`src/hdl/assert_macros.svh`:
```
`ifndef ASSERT_MACROS_SVH
`define ASSERT_MACROS_SVH

// Concurrent check on clk, switched off while rst_n is low.
`define FBE_ASSERT(label, prop, msg) \
    label: assert property (@(posedge clk) disable iff (!rst_n) (prop)) else $error(msg);

// Same-cycle implication built on the check above.
`define FBE_ASSERT_IMPL(label, cond, prop, msg) \
    `FBE_ASSERT(label, (cond) |-> (prop), msg)

`endif

```
`src/hdl/fbecho_pkg.sv`:
```
package fbecho_pkg;

    localparam int SAMPLE_W    = 16;
    localparam int LEVEL_W     = 12;
    localparam int IN_TDATA_W  = 32;
    localparam int OUT_TDATA_W = 32;
    localparam int CFG_IDX_W   = 3;
    localparam int CFG_DATA_W  = 16;

    localparam logic [15:0] RST_DELAY_SAMPLES = 16'd9600;
    localparam logic [15:0] RST_DELAY_GAIN    = 16'd0;
    localparam logic        RST_MOD_ENABLE    = 1'b0;
    localparam logic [15:0] RST_LFO_FACTOR    = 16'd8192;
    localparam logic [15:0] RST_METER_WINDOW  = 16'd960;

    typedef enum logic [CFG_IDX_W-1:0] {
        CFG_DELAY_SAMPLES = 3'd0,
        CFG_DELAY_GAIN    = 3'd1,
        CFG_MOD_ENABLE    = 3'd2,
        CFG_LFO_FACTOR    = 3'd3,
        CFG_METER_WINDOW  = 3'd4
    } cfg_reg_t;

    typedef enum logic [3:0] {
        S_IDLE,
        S_ADDR,
        S_MUL1,
        S_MUL2,
        S_SUM,
        S_IDX,
        S_LOOK,
        S_DIV,
        S_FIN,
        S_OUT
    } state_t;

    typedef struct packed {
        logic accept;
        logic addr;
        logic mul1;
        logic mul2;
        logic sum;
        logic idx;
        logic look;
        logic div;
        logic fin;
        logic load_out;
    } cmd_t;

    typedef struct packed {
        logic mod_en;
        logic win_close;
        logic out_free;
    } status_t;

    // Q16 base-2 logarithm, used only to build the level table at elaboration.
    function automatic longint unsigned lg_q16(input longint unsigned v);
        longint unsigned n;
        longint unsigned y;
        longint unsigned frac;
        n    = 0;
        frac = 0;
        if (v < 64'd65536)
        begin
            return 64'd0;
        end
        for (int s = 0; s < 48; s++)
        begin
            if ((v >> n) >= 64'd131072)
            begin
                n = n + 1;
            end
        end
        y = v >> n;
        for (int k = 15; k >= 0; k--)
        begin
            y = (y * y) >> 16;
            if (y >= 64'd131072)
            begin
                y    = y >> 1;
                frac = frac | (64'd1 << k);
            end
        end
        return (n << 16) | frac;
    endfunction

    localparam longint unsigned V_FULL = 64'd2621440;
    localparam longint unsigned LG_V40 = lg_q16(V_FULL);

endpackage

```
`src/hdl/fbecho_ctrl.sv`:
```
module fbecho_ctrl
    import fbecho_pkg::*;
(
    input  logic    clk,
    input  logic    rst_n,
    input  logic    in_valid,
    input  status_t status,
    output logic    in_ready,
    output cmd_t    cmd
);

    state_t state_reg;
    state_t state_next;

    always_ff @(posedge clk or negedge rst_n)
    begin
        if (!rst_n)
        begin
            state_reg <= S_IDLE;
        end
        else
        begin
            state_reg <= state_next;
        end
    end

    always_comb
    begin
        state_next = state_reg;
        unique case (state_reg)
            S_IDLE:
            begin
                if (in_valid)
                begin
                    state_next = S_ADDR;
                end
            end
            S_ADDR: state_next = S_MUL1;
            S_MUL1: state_next = status.mod_en ? S_MUL2 : S_SUM;
            S_MUL2: state_next = S_SUM;
            S_SUM:  state_next = status.win_close ? S_IDX : S_OUT;
            S_IDX:  state_next = S_LOOK;
            S_LOOK: state_next = S_DIV;
            S_DIV:  state_next = S_FIN;
            S_FIN:  state_next = S_OUT;
            S_OUT:
            begin
                if (status.out_free)
                begin
                    state_next = S_IDLE;
                end
            end
            default: state_next = S_IDLE;
        endcase
    end

    always_comb
    begin
        cmd      = '0;
        in_ready = 1'b0;
        unique case (state_reg)
            S_IDLE:
            begin
                in_ready   = 1'b1;
                cmd.accept = in_valid;
            end
            S_ADDR: cmd.addr = 1'b1;
            S_MUL1: cmd.mul1 = 1'b1;
            S_MUL2: cmd.mul2 = 1'b1;
            S_SUM:  cmd.sum  = 1'b1;
            S_IDX:  cmd.idx  = 1'b1;
            S_LOOK: cmd.look = 1'b1;
            S_DIV:  cmd.div  = 1'b1;
            S_FIN:  cmd.fin  = 1'b1;
            S_OUT:  cmd.load_out = status.out_free;
            default: cmd = '0;
        endcase
    end

endmodule

```
`config.mk`:
```
export PLATFORM = sky130hd
export DESIGN_NAME = fbecho_ctrl
export DESIGN_NICKNAME = d
export VERILOG_FILES = /design/src/hdl/assert_macros.svh /design/src/hdl/fbecho_pkg.sv /design/src/hdl/fbecho_ctrl.sv
export SDC_FILE = /design/constraint.sdc
export NUM_CORES = 1
export LEC_CHECK = 0
export BUFFER_PORTS_ARGS = -buffer_cell sky130_fd_sc_hd__buf_2
export CORE_AREA = 2 2 39 41
export CTS_CLUSTER_DIAMETER = 120
export CTS_CLUSTER_SIZE = 20
export DETAILED_ROUTE_END_ITERATION = 6
export DIE_AREA = 0 0 41 43
export PLACE_DENSITY = 0.59
export SETUP_SLACK_MARGIN = 0.02
export SLEW_MARGIN = 20
export SYNTH_ARGS = -nofsm -noshare
export SYNTH_HDL_FRONTEND = slang
export SYNTH_SLANG_ARGS = --single-unit
```
`constraint.sdc`:
```
create_clock -name clk -period 1.15 [get_ports clk]
set_clock_uncertainty 0.1 [all_clocks]
set_input_delay 0.23 -clock clk [delete_from_list [all_inputs] [get_ports clk]]
set_output_delay 0.23 -clock clk [all_outputs]
set_load 0.05 [all_outputs]
```
== Yosys cells after proc, flatten, opt, wreduce, memory -nomap -nowiden ==
Index checks and enable logic that the tools add are counted.

* Output and inout port bits: 11
* Flip-flop bits (word level): 4
* Logic and storage cells: 30

* Reductions and logical operators: 2
* Mux-type cells: 16
* Eq/ne operators: 11

{| class="wikitable"
|+ Operators by type and width
! operator !! count
|-
| $pmux W4 S10 || 1
|-
| $eq A4 B3 Y1 const B || 4
|-
| $mux W4 || 3
|-
| $mux W1 || 11
|-
| $eq A4 B2 Y1 const B || 2
|-
| $eq A4 B4 Y1 const B || 2
|-
| $eq A4 B1 Y1 const B || 1
|-
| $logic_not A4 Y1 || 1
|-
| $ne A2 B2 Y1 const B || 2
|-
| $mux W3 || 1
|-
| $reduce_and A2 Y1 || 1
|}

== Logic depth before layout (Yosys ltp) ==
* Depth after elaboration: 3
* Depth in mapped cells: 4
* Gate-level depth less buffers: 3

== Least setup slack after synthesis ==
Ideal clock, no wire load.

* Path kind: flip-flop to output port
* From: reg state_reg[1]
* To: out cmd[0] in the netlist's numbering
* Arrival: 1.808 ns
* Buffers on the path: 1
* Required time: 0.820 ns
* Stages on the path, launching flop included: 4
* Path slack: -0.988 ns
* Path through: dfrtp_1 buf_2 nand2b_1 nor3_1

{| class="wikitable"
|+ RTL lines
! item !! line !! text
|-
| start: declaration || fbecho_ctrl.sv:12 || <nowiki>state_t state_reg;</nowiki>
|-
| start signal: assignment || fbecho_ctrl.sv:23 || <nowiki>state_reg <= state_next;</nowiki>
|-
| end: declaration || fbecho_ctrl.sv:9 || <nowiki>output cmd_t cmd</nowiki>
|}

==> metrics.txt <==
number of filler instances in the final layout=132; syn nets=47; Layout area overhead=126.8%; starting density of the core=0.2532; type of element capturing the critical path=primary output; slew at the pin closest to its max-slew limit=about 0.23 ns; share of total power in combinational logic=0.795; MaxCap Viol Count=0; critical setup path kind=flop to primary output; area of the core=1384 sq um; clock tree from TritonCTS=done; clock tree sinks=4; proportion of power drawn by flip-flops and latches=0.133; pin count of the biggest net entering global routing=8; antenna violations before repair=0; Tightest Hold Check Type=input pin to asynchronous set/reset pin; starting DRC count in detailed routing=2; Clock Tree Buf Depth=2; worst r2r dst=state_reg[3]$_DFFE_PN0P_; min cycle time layout=1.653 ns; DRC=0; internal power contribution=1.148 mW; via count=409; Net Sw Power=about 1.1 mW; clock input transition at the sequential cells of the worst setup and hold paths=0.03 ns; violations in the final reports=setup timing; post-route worst hold slack=0.2386 ns; routed length per instance=around 13 um; max-slew violations=0; Antenna Cells=0; GP Congestion=about 0.75; number of setup violations in the final report=15; synthesized area=350.3 sq um; unrepaired setup endpoints after global routing=true; via/cell ratio=between 4 and 5; final net count=between 80 and 90; detailed-placement wirelength estimate=759.9 um; average instance area after synthesis=8.545 sq um; H-tree depth reported by CTS=1; post-route setup slack=-0.5035 ns; Design Power=2.290 mW; row count=14; WP data arrival=1.32 ns; fraction of final layout cells with drive strength greater than 1=0.8219; slew margin rel.=0.8473; number of synthesis warnings=0; cell at the root of the clock tree=sky130_fd_sc_hd__clkbuf_4; largest driver fanout on the critical path=7; maximum ir drop on the vdd rail=0.001574 V; Fmax achieved=604.8 MHz; total overflow reported by the global router=0; number of hold violations in the final report=0; wirelength, routed=1.149 mm; total die area=1763 sq um; flip-flop and latch count after synthesis=4; fraction of power consumed by the clock network=0.072; Overall Global Routing Usage=0.1462; run status=finished with violations; fraction of power spent switching nets=0.4985; start of the worst register-to-register path=state_reg[2]$_DFFE_PN0P_; number of buffers created by CTS=3; leakage component of the power=0.3643 nW; worst setup slack for register-to-register paths=-0.26 ns; Die W=slightly above 40 um; ports placed on the boundary=17; PortBufs=16; WP data required=0.82 ns; capture point of the critical path=cmd[9]; die height=around 43 um; nature of the critical path startpoint=flop; share of the cycle needed by the critical path after routing=1.438; Pwr Density=2882 nW/um^2; length of the first detailed-routing pass in iterations=2; Reg area=103.9 sq um; Clk Latency, worst-skew pair=approximately 0.23 ns; portion of the post-synthesis area used by sequential elements=0.2857; worst setup path startpoint=state_reg[0]$_DFFE_PN0P_; final antenna-violating net count=0; footprint of the multi-input gates=314.1 sq um; Syn Inst Count=41; Netlist cell types=18; flip-flop count of the largest register after layout=4; via count of the first global-routing pass=389; wire length of the first global-routing pass=1.669 mm; number of cells traversed by the worst register-to-register path=5
## critical path, stage by stage (launching register included)
cell,delay [ns]
sky130_fd_sc_hd__dfrtp_2,0.45
sky130_fd_sc_hd__nor4_4,0.31
sky130_fd_sc_hd__and2_4,0.19
sky130_fd_sc_hd__buf_8,0.14
## power by group through the flow
stage	Clock [mW]	Sequential [mW]	Combinational, mW
2_1_floorplan	0	0.224	1.11
3_3_place_gp	0	0.287	1.36
3_5_place_dp	0	0.291	1.35
4_1_cts	0.174	0.302	1.68
5_1_grt	0.187	0.315	1.91
6_report	0.166	0.305	1.82
## worst min path at each step
stage / to / slack [ns]
2_1_floorplan: state_reg[0]$_DFFE_PN0P_ / -0.17
3_3_place_gp: state_reg[1]$_DFFE_PN0P_ / -0.06
3_5_place_dp: state_reg[0]$_DFFE_PN0P_ / -0.06
4_1_cts: state_reg[1]$_DFFE_PN0P_ / 0.24
5_1_grt: state_reg[1]$_DFFE_PN0P_ / 0.25
6_report: state_reg[2]$_DFFE_PN0P_ / 0.24
## cells by family (layout without fill, tap and decap cells)
group	Yosys count	count (layout)	share of synthesized area
muxes	1	1	0.02857
buffers and inverters	8	40	0.1357
DFF	4	4	0.2857
and+or+nand+nor	19	19	0.3607
AOI/OAI and AO/OA	9	9	0.1893
## routing by layer
metal  vias to the layer above  global-route usage  routed length (um)
li1                        206                   -                   -
met1                       196              0.1857                 490
met2                         7              0.2156                 629
met3                         0             0.02094                  29
met4                         0              0.1000                   0
met5                         -                   0                   0
## timing repair
item	in CTS	in global routing
setup endpoints to repair	15	15
hold endpoints to repair	4	0
hold buffers	1	0
setup buffers	3	4
resized for setup	34	10
pin swaps	4	4
## layout make-up
class                           count  share of cell area
Timing Repair Buffer               33              0.4016
Multi-Input combinational cell     29              0.3953
Sequential cell                     4              0.1307
Clock buffer                        3             0.02835
Tap cell                           16             0.02520
Inverter                            4             0.01890
## metrics by stage
step           setup TNS [ns]  utilization  worst slack (ns)  area [sq um]  instances
2_1_floorplan          -4.674            -           -0.7266         424.2         41
3_3_place_gp           -3.612       0.4150           -0.3388         574.3         80
3_5_place_dp           -3.764       0.4150           -0.3677         574.3         80
4_1_cts                -5.213       0.5371           -0.4979         743.2         87
5_1_grt                -6.027       0.5741           -0.5340         794.5         89
6_report               -5.259       0.5741           -0.5035         794.5         89
## synth_stat cells
master | count | area [sq um]
sky130_fd_sc_hd__o21ai_2 | 2 | 17.52
sky130_fd_sc_hd__a21oi_1 | 2 | 10.01
sky130_fd_sc_hd__dfrtp_1 | 4 | 100.1
sky130_fd_sc_hd__nor4_4 | 1 | 21.27
sky130_fd_sc_hd__buf_6 | 2 | 22.52
sky130_fd_sc_hd__nor2_1 | 4 | 15.01
sky130_fd_sc_hd__o21bai_1 | 1 | 7.510
sky130_fd_sc_hd__a211oi_1 | 1 | 7.510
sky130_fd_sc_hd__o22ai_1 | 1 | 6.260
sky130_fd_sc_hd__inv_1 | 4 | 15.01
sky130_fd_sc_hd__nand2_1 | 1 | 3.750
sky130_fd_sc_hd__nand2b_1 | 2 | 12.51
sky130_fd_sc_hd__nor3_1 | 8 | 40.04
sky130_fd_sc_hd__a211o_1 | 2 | 17.52
sky130_fd_sc_hd__and2_1 | 1 | 6.260
sky130_fd_sc_hd__mux2i_1 | 1 | 10.01
sky130_fd_sc_hd__buf_2 | 2 | 10.01
sky130_fd_sc_hd__nand2b_4 | 2 | 27.53
## placed cells by master (no fill, tap or decap), drive strengths merged
master,instances
nor2,4
buf,32
o21bai,1
clkbuf,3
o21ai,2
nor3,8
and2,1
a211oi,1
dlygate4sd3,1
dfrtp,4
nand2,1
nand2b,4
nor4,1
o22ai,1
mux2i,1
inv,4
a21oi,2
a211o,2
Power figures use the tool's default switching activity.
